===== src/sv/rau_pkg.sv =====
// ----------------------------------------------------------------------------
// rau_pkg
// Shared types and constants for the rational arithmetic unit.
// ----------------------------------------------------------------------------
package rau_pkg;

    localparam int OPERAND_BITS_DEF = 32;

    localparam logic [2:0] ACT_ADD = 3'd0;
    localparam logic [2:0] ACT_SUB = 3'd1;
    localparam logic [2:0] ACT_MUL = 3'd2;
    localparam logic [2:0] ACT_DIV = 3'd3;
    localparam logic [2:0] ACT_CMP = 3'd4;

    localparam logic [1:0] ORD_LT = 2'd0;
    localparam logic [1:0] ORD_EQ = 2'd1;
    localparam logic [1:0] ORD_GT = 2'd2;

    // Classified job between front and back.
    typedef struct packed {
        logic        is_cmp;
        logic        is_nop;
        logic        div_zero;
        logic        neg;
        logic [63:0] nmag;
        logic [63:0] dmag;
        logic [1:0]  order;
    } job_t;

endpackage


===== src/sv/rau_back.sv =====
// ----------------------------------------------------------------------------
// rau_back
// Binary gcd, two restoring divisions by the gcd, sign fix, output register.
// ----------------------------------------------------------------------------
module rau_back (
    input  logic                clk,
    input  logic                rst_n,
    input  logic                job_valid,
    output logic                job_ready,
    input  rau_pkg::job_t       job,
    output logic                valid,
    input  logic                ready,
    output logic signed [63:0]  res_num,
    output logic [61:0]         res_den,
    output logic [1:0]          order,
    output logic                div_zero
);
    localparam logic [2:0] S_IDLE = 3'd0;
    localparam logic [2:0] S_PRE  = 3'd1;
    localparam logic [2:0] S_GCD  = 3'd2;
    localparam logic [2:0] S_DIVN = 3'd3;
    localparam logic [2:0] S_DIVD = 3'd4;
    localparam logic [2:0] S_FIN  = 3'd5;
    localparam logic [2:0] S_OUT  = 3'd6;

    logic [2:0]  st_reg;
    rau_pkg::job_t j_reg;
    logic [63:0] x_reg, y_reg, g_reg, q_reg, r_reg, dvd_reg, nq_reg;
    logic [6:0]  sh_reg, bit_reg;
    logic [64:0] rt;
    logic [63:0] nmag_q;
    logic        zero_path;

    assign job_ready = (st_reg == S_IDLE);
    assign valid     = (st_reg == S_OUT);

    // one restoring division step
    assign rt = {r_reg, dvd_reg[63]} - {1'b0, g_reg};

    always_ff @(posedge clk or negedge rst_n)
    begin
        if (!rst_n)
            st_reg <= S_IDLE;
        else
        begin
            unique case (st_reg)
                S_IDLE: if (job_valid) st_reg <= S_PRE;
                S_PRE:
                    if (j_reg.is_cmp || j_reg.is_nop || j_reg.nmag == '0
                        || j_reg.dmag == '0)
                        st_reg <= S_FIN;
                    else
                        st_reg <= S_GCD;
                S_GCD:
                    if (((x_reg | y_reg) & 64'd1) == 64'd0) st_reg <= S_GCD;
                    else if (!x_reg[0]) st_reg <= S_GCD;
                    else if (y_reg != '0) st_reg <= S_GCD;
                    else st_reg <= S_DIVN;
                S_DIVN: if (bit_reg == 7'd63) st_reg <= S_DIVD;
                S_DIVD: if (bit_reg == 7'd63) st_reg <= S_FIN;
                S_FIN:  st_reg <= S_OUT;
                S_OUT:  if (ready) st_reg <= S_IDLE;
                default: st_reg <= S_IDLE;
            endcase
        end
    end

    assign zero_path = (j_reg.nmag == '0) || (j_reg.dmag == '0);
    assign nmag_q = zero_path ? j_reg.nmag : nq_reg;

    always_ff @(posedge clk)
    begin
        unique case (st_reg)
            S_IDLE: j_reg <= job;
            S_PRE:
            begin
                x_reg <= j_reg.nmag; y_reg <= j_reg.dmag; sh_reg <= '0;
                nq_reg <= '0; q_reg <= '0;
            end
            S_GCD:
            begin
                if (((x_reg | y_reg) & 64'd1) == 64'd0)
                begin
                    x_reg <= x_reg >> 1; y_reg <= y_reg >> 1; sh_reg <= sh_reg + 7'd1;
                end
                else if (!x_reg[0])
                    x_reg <= x_reg >> 1;
                else if (y_reg != '0)
                begin
                    if (!y_reg[0])
                        y_reg <= y_reg >> 1;
                    else if (x_reg > y_reg)
                    begin
                        x_reg <= y_reg; y_reg <= x_reg - y_reg;
                    end
                    else
                        y_reg <= y_reg - x_reg;
                end
                else
                begin
                    g_reg <= x_reg << sh_reg[5:0];
                    dvd_reg <= j_reg.nmag; r_reg <= '0; bit_reg <= '0;
                end
            end
            S_DIVN, S_DIVD:
            begin
                if (!rt[64])
                begin
                    r_reg <= rt[63:0]; q_reg <= {q_reg[62:0], 1'b1};
                end
                else
                begin
                    r_reg <= {r_reg[62:0], dvd_reg[63]}; q_reg <= {q_reg[62:0], 1'b0};
                end
                dvd_reg <= dvd_reg << 1;
                bit_reg <= bit_reg + 7'd1;
                if (bit_reg == 7'd63 && st_reg == S_DIVN)
                begin
                    nq_reg <= {q_reg[62:0], ~rt[64]};
                    q_reg <= '0; r_reg <= '0; dvd_reg <= j_reg.dmag; bit_reg <= '0;
                end
            end
            S_FIN:
            begin
                div_zero <= j_reg.div_zero;
                if (j_reg.is_nop)
                begin
                    res_num <= '0; res_den <= '0; order <= rau_pkg::ORD_LT;
                end
                else if (j_reg.is_cmp)
                begin
                    res_num <= '0; res_den <= '0; order <= j_reg.order;
                end
                else
                begin
                    order <= rau_pkg::ORD_LT;
                    if (j_reg.nmag == '0)
                    begin
                        res_num <= '0;
                        res_den <= (j_reg.dmag == '0) ? 62'd0 : 62'd1;
                    end
                    else if (j_reg.dmag == '0)
                    begin
                        res_num <= j_reg.neg ? -64'sd1 : 64'sd1;
                        res_den <= '0;
                    end
                    else
                    begin
                        res_num <= j_reg.neg ? signed'(-nmag_q) : signed'(nmag_q);
                        res_den <= q_reg[61:0];
                    end
                end
            end
            default: ;
        endcase
    end
endmodule


===== config.mk =====
export PLATFORM = sky130hd
export DESIGN_NAME = rau_back
export DESIGN_NICKNAME = d
export VERILOG_FILES = /design/src/sv/rau_pkg.sv /design/src/sv/rau_back.sv
export SDC_FILE = /design/constraint.sdc
export NUM_CORES = 2
export LEC_CHECK = 0
export BUFFER_PORTS_ARGS = -buffer_cell sky130_fd_sc_hd__buf_2
export CAP_MARGIN = 20
export CORE_MARGIN = 1.5
export CORE_UTILIZATION = 44
export DETAILED_ROUTE_END_ITERATION = 6
export GPL_TIMING_DRIVEN = 0
export HOLD_SLACK_MARGIN = 0.1
export MAX_ROUTING_LAYER = met4
export SKIP_LAST_GASP = 1
export SYNTH_ARGS = -nofsm -noshare
export SYNTH_HDL_FRONTEND = slang
export SYNTH_SLANG_ARGS = --single-unit

===== constraint.sdc =====
create_clock -name clk -period 17.24 [get_ports clk]
set_input_delay 0.862 -clock clk [delete_from_list [all_inputs] [get_ports clk]]
set_output_delay 0.862 -clock clk [all_outputs]
set_load 0.03 [all_outputs]

==> results.json <==
{
  "clkSlewWorstSetupHoldPaths_ns": 0.06,
  "finClkSkew_ns": 0.04887,
  "avgSynthCellArea_um2": 9.438,
  "antenna_found_initial": 5,
  "io_pins": 269,
  "largest_reg_flops": 134,
  "routed_wl_um": 195500,
  "dieWidth_um": 328.4,
  "ys_ff_latch": 726,
  "grt_pass1_wl_um": 277900,
  "wl_per_cell_um": 28.85,
  "fp.dieH_um": 328.4,
  "ys_seq_area_share_pct": 46.76,
  "period_minus_slack_ns": 8.385,
  "htreeDepth": 3,
  "post-cts-setup-buffer-count": 0,
  "ys_types": 88,
  "worst_pin_slew_ns": 1.193,
  "fin_setup_tns_ns": 0,
  "place_congestion": 1.076,
  "setup_ws_ns": 8.855,
  "end_kind": "flip-flop",
  "hold_viol": 0,
  "ant_nets": 0,
  "cts_root_buffer": "clkbuf_16",
  "synth_area_leaders": "edfxtp_1, nand2_1, ha_1",
  "final.period_utilization_pct": 48.63,
  "finalSetupViolations": 0,
  "grt_max_degree": 67,
  "synth_largest_area_cell": "edfxtp_1",
  "vias": 41761,
  "synth_cells": 4936,
  "clock_latency_ns": 0.69,
  "cts_resized": 0,
  "core_um2": 105100,
  "cp.arrival_ns": 8.78,
  "dpl.hpwl_um": 154700,
  "rows": 119,
  "syn_to_final_growth_pct": 13.54,
  "rsz0062_at_grt": "false",
  "cts_tree": "built",
  "cts.sink_count": 726,
  "yosysWarnings": 0,
  "cts_buffers": 82,
  "nNetsFinal": 5651,
  "drcViolationCount": 0,
  "start_util_pct": 44.32,
  "crit_fanout": 10,
  "netlist.area_leader.share_pct": 46.60,
  "drv_slew": 0,
  "synth_area_um2": 46590,
  "synthFlopType": "edfxtp_1",
  "seqCellArea_um2": 21790,
  "synthArstFlopShare_pct": 0.4132,
  "placed_cell_area_um2": 50050,
  "fillCellCount": 10038,
  "critPathLaunchType": "flip-flop",
  "track_usage_pct": 36.57,
  "grt_pass1_vias": 40504,
  "fmax_mhz": 119.3,
  "yosysMostFrequentCell": "edfxtp_1",
  "multiInputGateArea_um2": 22760,
  "gr-total-overflow": 0,
  "drt-initial-drc-count": 4887,
  "synth_nets": 5273,
  "viasPerCell": 6.161,
  "final_area_um2": 52890,
  "maxCapViolCount": 0,
  "first_pass_iters": 7,
  "port_buffers": 268,
  "pre_cts_ws_ns": 9.559,
  "clk_path_buf_depth": 3,
  "synth_common_cells": "edfxtp_1, nand2_1, nor2_1",
  "holdBufCountCts": 1,
  "synth_edf_count": 723,
  "final_layout_size_suffix_gt1_share_pct": 9.983,
  "criticalPathCategory": "flip-flop to flip-flop",
  "die_area_um2": 107800,
  "crit_required_ns": 17.64,
  "status": "completed",
  "slew_headroom_pct": 19.95,
  "hold_class": "input port to flip-flop"
}
cells in the final DEF (no fill, tap or decap), drive strengths merged, types with 19 or more instances in the layout:
cell type,n
edfxtp,723
nand2,714
nor2,468
a21oi,454
buf,346
clkbuf,334
o21ai,275
inv,251
ha,196
mux2i,139
xnor2,121
nor3,100
a21o,97
and2,82
and3,82
nand3,81
nor2b,79
a22oi,68
nor4,64
o21bai,58
nand4,56
xor2,51
a31oi,49
mux4,47
o211ai,45
a211oi,39
clkinv,39
or3,28
nand2b,27
o31ai,27
o21a,26
o22ai,22
or2,19
final cells by class:
type                    instances  area share, %
multi-input cells            3666          43.03
flip-flops and latches        726          41.19
clock buffers                  91          3.943
well taps                    1391          3.290
repair buffers                294          3.257
plain buffers                 296          2.176
inverters                     248          1.760
clock inverters                58          1.318
diodes                          8        0.03785
cell families after synthesis:
family                   count (synthesis)  synth area share (%)
AO/OA/AOI/OAI                         1259                 16.53
XOR/XNOR                               172                 3.234
adder cells (fa/ha/maj)                199                 5.393
buffers and inverters                  544                 4.469
flip-flops                             726                 46.76
multiplexers                           192                 5.404
AND/OR/NAND/NOR                       1844                 18.21
worst max-delay path, stage by stage, from the launching register on:
cell and delay [ns]:
edfxtp_1 0.58, nor4_1 1.01, nand4_1 0.59, nor4_1 0.59, buf_2 0.30, clkbuf_1 0.53, a21oi_2 0.16, buf_6 0.21
buf_6 0.15, clkbuf_1 0.27, clkbuf_1 0.40, buf_1 0.50, mux2i_1 0.35, ha_1 0.38, nand2b_1 0.13, a21o_1 0.27
o21bai_1 0.29, nand2b_1 0.26, or2_0 0.40, o41ai_2 0.40, xnor2_1 0.20, nor2_1 0.11
metal layers:
layer	track usage (%)	vias to the layer above	share of wire, %	routed length [um]
met4	19.90	0	6.3	12250
li1	-	18667	-	-
met3	8.292	531	9.5	18520
met5	-	-	0	0
met1	44.56	20329	39	75630
met2	56.32	2234	46	89150
path summary, 6_finish.rpt:
check / startpoint / end / slack (ns) / depth (start not counted)
min: job[104] / j_reg[104]$_DFFE_PP_ / 0.34 / 1
min reg2reg: j_reg[131]$_DFFE_PP_ / div_zero$_DFFE_PN_ / 0.44 / 0
min in group asynchronous: rst_n / st_reg[0]$_DFFE_PN0P_ / 0.61 / 2
max in group asynchronous: rst_n / st_reg[1]$_DFFE_PN0P_ / 16.51 / 2
max reg2reg: j_reg[2]$_DFFE_PP_ / res_num[54]$_SDFFCE_PP0N_ / 8.86 / 21
max: j_reg[2]$_DFFE_PP_ / res_num[54]$_SDFFCE_PP0N_ / 8.86 / 21
through the flow:
stage | std cells | util (%) | hold slack, ns
after floorplan | 4936 | - | 0.4003
after global placement | 6595 | 47.25 | 0.4044
after detailed placement | 6617 | 47.61 | 0.4122
after CTS | 6767 | 50.27 | 0.3137
after global routing | 6774 | 50.31 | 0.3252
final | 6778 | 50.32 | 0.3421
Power is not shown: default switching activity piles up to over one toggle a cycle in this logic, so the estimate is an artifact.
