--- config.mk ---
export PLATFORM = sky130hd
export DESIGN_NAME = rau_queue
export DESIGN_NICKNAME = d
export VERILOG_FILES = /design/src/sv/rau_pkg.sv /design/src/sv/rau_queue.sv
export SDC_FILE = /design/constraint.sdc
export NUM_CORES = 1
export LEC_CHECK = 0
export BUFFER_PORTS_ARGS = -buffer_cell sky130_fd_sc_hd__clkbuf_2
export CAP_MARGIN = 10
export CORE_UTILIZATION = 52
export CTS_CLUSTER_SIZE = 20
export DETAILED_ROUTE_END_ITERATION = 16
export HOLD_SLACK_MARGIN = 0.02
export PLACE_DENSITY_LB_ADDON = 0.15
export RECOVER_POWER = 50
export SLEW_MARGIN = 10
export SYNTH_ARGS = -nofsm -noshare
export SYNTH_HDL_FRONTEND = slang
export SYNTH_SLANG_ARGS = --single-unit
--- constraint.sdc ---
create_clock -name clk -period 7.9 [get_ports clk]
set_clock_uncertainty 0.1 [all_clocks]
set_input_delay 0.79 -clock clk [delete_from_list [all_inputs] [get_ports clk]]
set_output_delay 0.79 -clock clk [all_outputs]
set_load 0.1 [all_outputs]
--- src/sv/rau_pkg.sv ---
// ----------------------------------------------------------------------------
// rau_pkg
// Shared types and constants for the rational arithmetic unit.
// ----------------------------------------------------------------------------
package rau_pkg;

    localparam int OPERAND_BITS_DEF = 32;

    localparam logic [2:0] ACT_ADD = 3'd0;
    localparam logic [2:0] ACT_SUB = 3'd1;
    localparam logic [2:0] ACT_MUL = 3'd2;
    localparam logic [2:0] ACT_DIV = 3'd3;
    localparam logic [2:0] ACT_CMP = 3'd4;

    localparam logic [1:0] ORD_LT = 2'd0;
    localparam logic [1:0] ORD_EQ = 2'd1;
    localparam logic [1:0] ORD_GT = 2'd2;

    // Classified job between front and back.
    typedef struct packed {
        logic        is_cmp;
        logic        is_nop;
        logic        div_zero;
        logic        neg;
        logic [63:0] nmag;
        logic [63:0] dmag;
        logic [1:0]  order;
    } job_t;

endpackage

--- src/sv/rau_queue.sv ---
// ----------------------------------------------------------------------------
// rau_queue
// Two-entry job queue between front and back.
// ----------------------------------------------------------------------------
module rau_queue (
    input  logic          clk,
    input  logic          rst_n,
    input  logic          in_valid,
    output logic          in_ready,
    input  rau_pkg::job_t in_job,
    output logic          out_valid,
    input  logic          out_ready,
    output rau_pkg::job_t out_job
);
    rau_pkg::job_t mem [2];
    logic       wp_reg, rp_reg;
    logic [1:0] cnt_reg;
    logic       wr, rd;

    assign in_ready  = (cnt_reg != 2'd2);
    assign out_valid = (cnt_reg != 2'd0);
    assign out_job   = mem[rp_reg];
    assign wr = in_valid && in_ready;
    assign rd = out_valid && out_ready;

    always_ff @(posedge clk or negedge rst_n)
    begin
        if (!rst_n)
        begin
            wp_reg <= 1'b0; rp_reg <= 1'b0; cnt_reg <= 2'd0;
        end
        else
        begin
            if (wr) wp_reg <= ~wp_reg;
            if (rd) rp_reg <= ~rp_reg;
            cnt_reg <= cnt_reg + 2'(wr) - 2'(rd);
        end
    end

    always_ff @(posedge clk)
    begin
        if (wr) mem[wp_reg] <= in_job;
    end
endmodule

==> run_results.csv, run 1 <==
group,metric,value,unit
run_status,outcome,"finished with violations",
run_status,violations,"capacitance limit, slew limit",
setup_path,startpoint,"rp_reg",
timing,relSlewSlack,-125.9,%
synth,netlist_area,0.01006,mm²
synth,synth_top_area_cell,"edfxtp_1",
final_layout,synthToLayoutAreaGrowth,24.14,%
global_routing,grt_usage,18.06,%
final_layout,antennaDiodeCount,0,
die,num_rows,50,
clocking,cts_max_path_buffers,3,
setup_path,end_kind,"output pin",
routing,drcViolationCount,0,
setup_path,crit_end,"out_job[17]",
routing,ant_nets,0,
setup_path,worstSetupPathType,"reg -> out",
timing,setup-tns-final,0,ns
setup_path,path_cells,"buf_4 > mux2_2 > clkbuf_2",
timing,tightestPinTransition,3.389,ns
synth,synth_cell_type_count,16,
global_routing,grt_pass1_wl,27430,µm
setup_path,crit_required,7.01,ns
global_routing,grt_pass1_vias,5289,
die,fp.dieH,141.1,µm
clocking,cts_root_buf,"clkbuf_16",
setup_path,ff2ff_path_depth,3,
final_layout,drive_gt1_share,48.87,%
setup_path,cp-start-kind,"flip-flop",
min_path,hp-class,"in -> reg",
routing,drt_first_pass_iters,4,
synth,synth_area_leaders,"edfxtp_1 (80%), mux2_2 (9.4%), mux2_4 (7.5%)",
setup_path,crit_arrival,3.45,ns
synth,synthCells,434,
routing,wire_per_inst,18.01,µm
routing,via_per_inst,5.024,
placement,dp_hpwl,11810,µm
setup_path,r2r-end,"mem[1][53]",
clocking,cts_setup_buffers,0,
placement,io_buffers,273,
timing,max_freq,230.2,MHz
timing,rsz0062_at_grt,"no",
synth,yosys_warnings,0,
synth,ys_ff_latch,272,
synth,synth_top_area_share,80.00,%
timing,setup_viol,0,
global_routing,antenna_found_initial,0,
clocking,path_clk_slew,0.06,ns
synth,synth_area_per_cell,23.18,µm²
clocking,clock_latency,0.52,ns
setup_path,rrSetupSlack,3.73,ns
synth,synth-seq-area-share,81.00,%
clocking,cts.sinks,272,
timing,drv_slew,121,
final_layout,largest_reg_flops,268,
routing,drt_iter0_markers,209,
die,start_util,53.42,%
global_routing,grt_max_degree,77,
clocking,htree_levels,1,
setup_path,cp_max_fo,74,
flow_run,drv_cap,2,
die,die_w,141.1,µm
clocking,cts_buffers,28,
global_routing,overflow,0,
setup_path,critPathMaxStageDelay,1.13,ns
final_layout,fin_nets,867,
synth,mappedNetlistNets,574,
timing,fin_crit_sh,54.99,%
die,coreArea,0.01883,mm²
setup_path,r2r-start,"cnt_reg[1]",
die,top_level_ports,274,
routing,totalWireLength,18170,µm
die,die_area,0.01991,mm²
setup_path,critical_path.slowest_cell,"dfrtp_4",
timing,finalHoldViolCount,0,
placement,gp_congestion,0.7398,
routing,dr_total_vias,5069,
clocking,cts_tree,"built",
timing,period_needed,4.344,ns
cell families after synthesis:
group	count (synthesis)	synth area share [%]
XOR/XNOR	4	0.3483
adder cells (fa/ha/maj)	2	0.2487
buffers and inverters	16	1.219
multiplexers	134	16.87
AND/OR/NAND/NOR	6	0.3235
flip-flops	272	81.00
area by class of cell:
type	instances	area, µm²
clock inverter	21	190.2
sequential	272	8152
fill	1370	6342
timing repair buffer	278	1287
clock buffer	31	733.2
inverter	1	3.754
multi-input combinational	146	1797
tap	260	325.3
synth_stat cells:
master	n
and2_1	1
and3_1	1
buf_2	8
buf_6	7
dfrtp_1	4
edfxtp_1	268
ha_1	2
inv_1	1
mux2_2	84
mux2_4	50
nand2_1	1
nand2b_1	1
nor2_1	1
or2_2	1
xnor2_1	3
xor2_1	1
worst min-delay path by stage:
stage             endpoint  depth (start not counted)   startpoint
3_3_place_gp    cnt_reg[0]                          1   cnt_reg[0]
6_report        mem[1][60]                          1   in_job[60]
4_1_cts         mem[1][19]                          1   in_job[19]
3_5_place_dp    cnt_reg[0]                          1   cnt_reg[0]
2_1_floorplan       wp_reg                          1       wp_reg
5_1_grt        mem[1][108]                          1  in_job[108]
critical path, delay by kind of cell, from the launching register on:
family,cells,cell delay [ns]
buffers and inverters,2,1.29
DFF,1,1.13
muxes,1,0.43
timing repair:
item	4_1_cts	5_1_grt
resized for setup	0	0
hold buffers	1	0
hold endpoints to repair	4	0
routing by layer:
metal	vias to the layer above	share of wire, %	global-route usage (%)
met5	-	0	0
met4	0	3.9	7.609
met3	50	7.8	5.333
met2	229	49	30.25
met1	2467	39	21.91
li1	2323	-	-
cells in the final DEF, fill, tap and decap left out, types with 2 or more instances in the layout:
master,n
clkinv_2,8
clkinvlp_4,2
clkinv_1,5
mux2_4,50
clkbuf_1,94
edfxtp_1,268
buf_4,3
dfrtp_1,3
xnor2_1,3
ha_1,2
mux2_2,84
clkbuf_2,181
bufinv_16,3
inv_6,2
clkbuf_16,29
per-stage QoR:
stage | hold WS, ns | instances | instance area, µm² | setup WS, ns | utilization, %
after global placement | 0.3926 | 956 | 11680 | 4.102 | 62.02
after global routing | 0.3276 | 1009 | 12490 | 3.332 | 66.32
after detailed placement | 0.4162 | 956 | 11680 | 4.054 | 62.02
after CTS | 0.3318 | 1009 | 12610 | 3.486 | 66.98
after floorplan | 0.3608 | 434 | 10060 | 0.1595 | -
final | 0.3540 | 1009 | 12490 | 3.556 | 66.32
Power of run 1 is not shown: default switching activity piles up to over one toggle a cycle in this logic, so the estimate is an artifact.
==> inputs of run 2 (changes only) <==
--- a/config.mk
+++ b/config.mk
@@ -5,9 +5,10 @@
 export SDC_FILE = /design/constraint.sdc
 export NUM_CORES = 1
 export LEC_CHECK = 0
+export ABC_AREA = 1
 export BUFFER_PORTS_ARGS = -buffer_cell sky130_fd_sc_hd__clkbuf_2
 export CAP_MARGIN = 10
-export CORE_UTILIZATION = 52
+export CORE_UTILIZATION = 47
 export CTS_CLUSTER_SIZE = 20
 export DETAILED_ROUTE_END_ITERATION = 16
 export HOLD_SLACK_MARGIN = 0.02
==> constraint.sdc (replaced) <==
create_clock -name clk -period 3.7 [get_ports clk]
set_clock_uncertainty 0.1 [all_clocks]
set_input_delay 0.37 -clock clk [delete_from_list [all_inputs] [get_ports clk]]
set_output_delay 0.37 -clock clk [all_outputs]
set_load 0.1 [all_outputs]
==> run_results.csv, run 2 <==
group,metric,value,unit
timing,rsz0062_at_grt,"no",
clocking,cts_tree,"built",
synth,synth_area_per_cell,13.66,µm²
global_routing,grt_pass1_wl,33200,µm
setup_path,critPathBufInv,3,
clocking,cts_root_buf,"clkbuf_16",
clocking,cts.sinks,272,
clocking,cts_buffers,27,
synth,yosys.cell_count.top_type,"nand2_1",
routing,wire_per_inst,14.77,µm
routing,totalWireLength,21230,µm
routing,ant_nets,0,
setup_path,crit_arrival,2.42,ns
global_routing,grt_pass1_vias,6656,
synth,synth_top_area_cell,"edfxtp_1",
timing,period_needed,2.888,ns
routing,drt_first_pass_iters,5,
synth,synth_ff_type,"edfxtp_1",
synth,synth_edf_count,268,
final_layout,mostFrequentLayoutCells,"nand2_1 (415), edfxtp_1 (268), clkbuf_2 (189)",
setup_path,end_kind,"output pin",
synth,synth_cell_type_count,11,
final_layout,synthToLayoutAreaGrowth,36.77,%
die,num_rows,52,
clocking,path_clk_slew,0.06,ns
global_routing,grt_max_degree,136,
timing,setup-tns-final,0,ns
synth,synth_top_area_share,80.59,%
global_routing,overflow,0,
clocking,clock_latency,0.51,ns
setup_path,worstSetupPathType,"reg -> out",
routing,dr_total_vias,6682,
die,fp.dieH,147.8,µm
final_layout,largest_reg_flops,268,
flow_run,drv_cap,2,
die,coreArea,0.02056,mm²
min_path,min_from,"in_valid",
global_routing,grt_usage,19.60,%
synth,yosys_warnings,0,
synth,synth_area_leaders,"edfxtp_1 (81%), nand2_1 (16%), dfrtp_1 (1.0%)",
global_routing,antenna_found_initial,0,
clocking,cts_max_path_buffers,3,
timing,finalHoldViolCount,0,
setup_path,cp_max_fo,41,
final_layout,fin_nets,1289,
placement,io_buffers,273,
timing,tightestPinTransition,1.838,ns
die,die_w,147.8,µm
clocking,htree_levels,1,
run_status,violations,"capacitance limit, slew limit",
final_layout,drive_gt1_share,19.69,%
synth,synth-seq-area-share,81.59,%
routing,via_per_inst,4.647,
setup_path,startpoint,"rp_reg",
setup_path,critPathTopFamily,"buffers and inverters",
die,top_level_ports,274,
synth,yosys-top-cells-count,"nand2_1 (415), edfxtp_1 (268), buf_2 (16), inv_1 (8), buf_4 (7)",
timing,drv_slew,136,
setup_path,critPathMaxStageDelay,0.50,ns
run_status,outcome,"finished with violations",
setup_path,r2r-start,"cnt_reg[1]",
timing,max_freq,346.3,MHz
placement,gp_congestion,0.7385,
synth,synthCells,731,
die,start_util,48.57,%
final_layout,antennaDiodeCount,0,
setup_path,path_cells,"inv_4 > buf_4 > nand2_1 > nand2_1 > clkbuf_2",
setup_path,cp-start-kind,"flip-flop",
setup_path,critical_path.slowest_cell,"dfrtp_4",
synth,ys_ff_latch,272,
routing,drcViolationCount,0,
final_layout,final_common_cell,"nand2_1",
synth,async_flop_share,1.471,%
routing,drt_iter0_markers,387,
die,die_area,0.02183,mm²
setup_path,cpMostUsedCell,"nand2_1",
timing,fin_crit_sh,78.05,%
setup_path,crit_required,3.23,ns
synth,mappedNetlistNets,871,
min_path,hp-class,"in -> reg",
timing,relSlewSlack,-22.54,%
synth,netlist_area,0.009986,mm²
timing,setup_viol,0,
placement,dp_hpwl,12410,µm
run 2: changes by cell type after synthesis, moves of 3 or more:
cell	previous run	this run
mux2_2	84	0
xnor2_1	3	0
inv_1	1	8
buf_2	8	16
nand2_1	1	415
mux2_4	50	0
nand3_1	0	3
buf_4	0	7
run 2: worst register-to-register path, stage by stage, from the launching register on:
cell,delay (ns)
dfrtp_1,0.40
nand2_1,0.14
nand2_1,0.12
nor2_1,0.19
clkbuf_2,1.32
run 2: final cells by class:
class	count	area, µm²
Multi-Input combinational cell	421	1602
Tap cell	270	337.8
Inverter	9	37.54
Timing Repair Buffer	418	2720
Fill cell	1540	6902
Sequential cell	272	8152
Clock buffer	35	705.7
Clock inverter	13	103.9
run 2: per-layer routing:
metal | track usage [%] | part of all wire (%)
met5 | 0 | 0
met4 | 5.773 | 2.1
met1 | 25.60 | 41
met2 | 33.37 | 50
met3 | 3.858 | 6.8
run 2: final timing paths:
path                       slack [ns]         end  cells after the start
max                              0.81  out_job[6]                      5
min                              0.06      wp_reg                      3
max reg2reg                      0.92  mem[1][45]                      4
min reg2reg                      0.38      wp_reg                      2
max in group asynchronous        3.11      rp_reg                      2
min in group asynchronous        0.15      wp_reg                      2
run 2: cell families (layout without fill, tap and decap cells):
group | Yosys count | in the layout | share of synthesized area (%)
adders and majority gates | 2 | 2 | 0.2506
buffers and inverters | 38 | 475 | 2.368
DFF | 272 | 272 | 81.59
and+or+nand+nor | 419 | 419 | 15.79
run 2: stage by stage:
stage	util, %	cell area (µm²)	instances	hold slack (ns)	setup WS [ns]
after global routing	66.43	13660	1438	0.08206	0.6671
after CTS	67.04	13780	1438	0.07802	0.7597
final	66.43	13660	1438	0.06447	0.8122
after global placement	56.48	11610	1254	0.09439	1.307
after floorplan	-	10000	731	-0.02559	0.1133
after detailed placement	56.48	11610	1254	0.08921	1.317
run 2: what timing repair did:
| action | in CTS | in global routing |
|---|---|---|
| resized for setup | 0 | 0 |
| endpoints found under the hold margin | 273 | 0 |
| setup buffers | 0 | 0 |
| hold buffers | 136 | 0 |
Power of run 2 is left out for the same reason.
==> inputs of run 3 (changes only) <==
--- a/config.mk
+++ b/config.mk
@@ -5,10 +5,10 @@
 export SDC_FILE = /design/constraint.sdc
 export NUM_CORES = 1
 export LEC_CHECK = 0
-export ABC_AREA = 1
+export ABC_AREA = 0
 export BUFFER_PORTS_ARGS = -buffer_cell sky130_fd_sc_hd__clkbuf_2
 export CAP_MARGIN = 10
-export CORE_UTILIZATION = 47
+export CORE_UTILIZATION = 52
 export CTS_CLUSTER_SIZE = 20
 export DETAILED_ROUTE_END_ITERATION = 16
 export HOLD_SLACK_MARGIN = 0.02
==> constraint.sdc (replaced) <==
create_clock -name clk -period 2.9 [get_ports clk]
set_clock_uncertainty 0.1 [all_clocks]
set_input_delay 0.29 -clock clk [delete_from_list [all_inputs] [get_ports clk]]
set_output_delay 0.29 -clock clk [all_outputs]
set_load 0.1 [all_outputs]
==> run_results.csv, run 3 (synthesis gave the netlist of run 1 again) <==
group,metric,value,unit
setup_path,end_kind,"output pin",
global_routing,grt_max_degree,74,
timing,layout_setup_ws,0.3441,ns
flow_run,drv_cap,0,
die,coreArea,0.01883,mm²
setup_path,ff2ff_path_depth,3,
timing,fin_crit_sh,88.14,%
timing,relSlewSlack,13.03,%
routing,drt_first_pass_iters,4,
setup_path,crit_required,2.51,ns
setup_path,cp.depth,3,
timing,drv_slew,0,
placement,io_buffers,273,
final_layout,largest_reg_flops,268,
routing,drcViolationCount,0,
setup_path,worstSetupPathType,"reg -> out",
clocking,clock_latency,0.51,ns
run_status,outcome,"finished, final reports clean",
final_layout,drive_gt1_share,42.23,%
min_path,whs_path_depth,2,
final_layout,synthToLayoutAreaGrowth,38.63,%
clocking,path_clk_slew,0.06,ns
clocking,cts_buffers,27,
final_layout,mostFrequentLayoutCells,"edfxtp_1 (268), clkbuf_2 (191), dlygate4sd3_1 (138)",
setup_path,critPathTopFamily,"buffers and inverters",
clocking,cts.sinks,272,
routing,wire_per_inst,17.65,µm
timing,finalHoldViolCount,0,
clocking,cts_root_buf,"clkbuf_16",
clocking,htree_levels,1,
setup_path,critPathMaxStageDelay,0.44,ns
die,fp.dieH,141.1,µm
routing,ant_nets,0,
die,top_level_ports,274,
timing,tightestPinTransition,1.303,ns
placement,gp_congestion,0.7412,
min_path,hp-class,"in -> reg",
placement,dp_hpwl,12740,µm
setup_path,critical_path.slowest_cell,"dfrtp_4",
global_routing,antenna_found_initial,1,
final_layout,fin_nets,1009,
die,num_rows,50,
routing,via_per_inst,4.846,
setup_path,cp-start-kind,"flip-flop",
routing,drt_iter0_markers,222,
timing,setup_viol,0,
global_routing,grt_pass1_wl,31190,µm
global_routing,overflow,0,
routing,dr_total_vias,5568,
setup_path,critPathBufInv,2,
placement,dpl_worst_slack,0.8842,ns
setup_path,cp_max_fo,70,
global_routing,grt_usage,20.49,%
timing,rsz0062_at_grt,"no",
final_layout,final_common_cell,"edfxtp_1",
global_routing,grt_pass1_vias,6090,
setup_path,crit_arrival,2.17,ns
die,start_util,53.42,%
timing,period_needed,2.556,ns
die,die_w,141.1,µm
final_layout,nFillCells,1184,
clocking,cts_max_path_buffers,3,
clocking,cts_tree,"built",
routing,totalWireLength,20280,µm
timing,max_freq,391.2,MHz
final_layout,finish.utilization,74.06,%
setup_path,path_cells,"buf_12 > mux2_2 > clkbuf_2",
timing,fin_hold_ws,0.4065,ns
die,die_area,0.01991,mm²
==> run 3: cell types whose count changed in the layout (fill, tap and decap cells not counted), moves of 2 or more <==
| cell | delta |
|---|---|
| mux2_4 | +50 |
| nand2_1 | -415 |
| xnor2_1 | +3 |
| clkbuf_2 | +2 |
| dlygate4sd3_1 | +2 |
| mux2_2 | +84 |
| buf_12 | +5 |
| buf_4 | -2 |
| clkinv_2 | +3 |
| nand3_1 | -3 |
| clkbuf_1 | -8 |
| inv_1 | -6 |
==> run 3: cell type report <==
cell class | instances | area [µm²] | share of cell area, %
clock buffer | 31 | 690.7 | 4.952
tap | 260 | 325.3 | 2.333
sequential | 272 | 8152 | 58.45
clock inverter | 17 | 152.6 | 1.095
multi-input combinational | 146 | 1799 | 12.90
timing repair buffer | 421 | 2820 | 20.22
inverter | 1 | 3.754 | 0.02692
antenna | 1 | 2.502 | 0.01794
==> run 3: path summary, 6_finish.rpt <==
path                       startpoint    endpoint  slack [ns]
setup / recovery               rp_reg  out_job[6]        0.34
hold / removal             in_job[79]  mem[0][79]        0.41
setup reg to reg           cnt_reg[1]  mem[1][98]        0.34
hold reg to reg                wp_reg      wp_reg        0.42
max in group asynchronous       rst_n      rp_reg        1.90
min in group asynchronous       rst_n  cnt_reg[0]        0.60
==> run 3: worst reg2reg max path, stage by stage, from the launching register on <==
cell	delay (ns)
dfrtp_1	0.40
nand2b_1	0.18
and3_1	1.01
buf_12	0.44
==> run 3: metal layers <==
layer	global-route usage (%)	vias to the layer above	part of all wire (%)	wire length, µm
met2	37.49	206	52	10510
met1	22.91	2705	38	7674
met4	6.064	0	2.3	459
met5	0	-	0	0
met3	6.216	39	8.1	1639
li1	-	2618	-	-
==> run 3: per-stage QoR <==
stage / setup TNS, ns / std cells / cell area (µm²)
after floorplan: -67.69 / 434 / 10080
after global placement: 0 / 962 / 11840
after detailed placement: 0 / 962 / 11840
after CTS: 0 / 1148 / 14060
after global routing: 0 / 1149 / 13950
final: 0 / 1149 / 13950
==> run 3: what timing repair did <==
item / 4_1_cts / 5_1_grt
hold endpoints to repair: 274 / 0
hold buffers: 138 / 0
gates resized for setup: 0 / 0
setup buffers: 0 / 0
Power of run 3 is left out for the same reason.
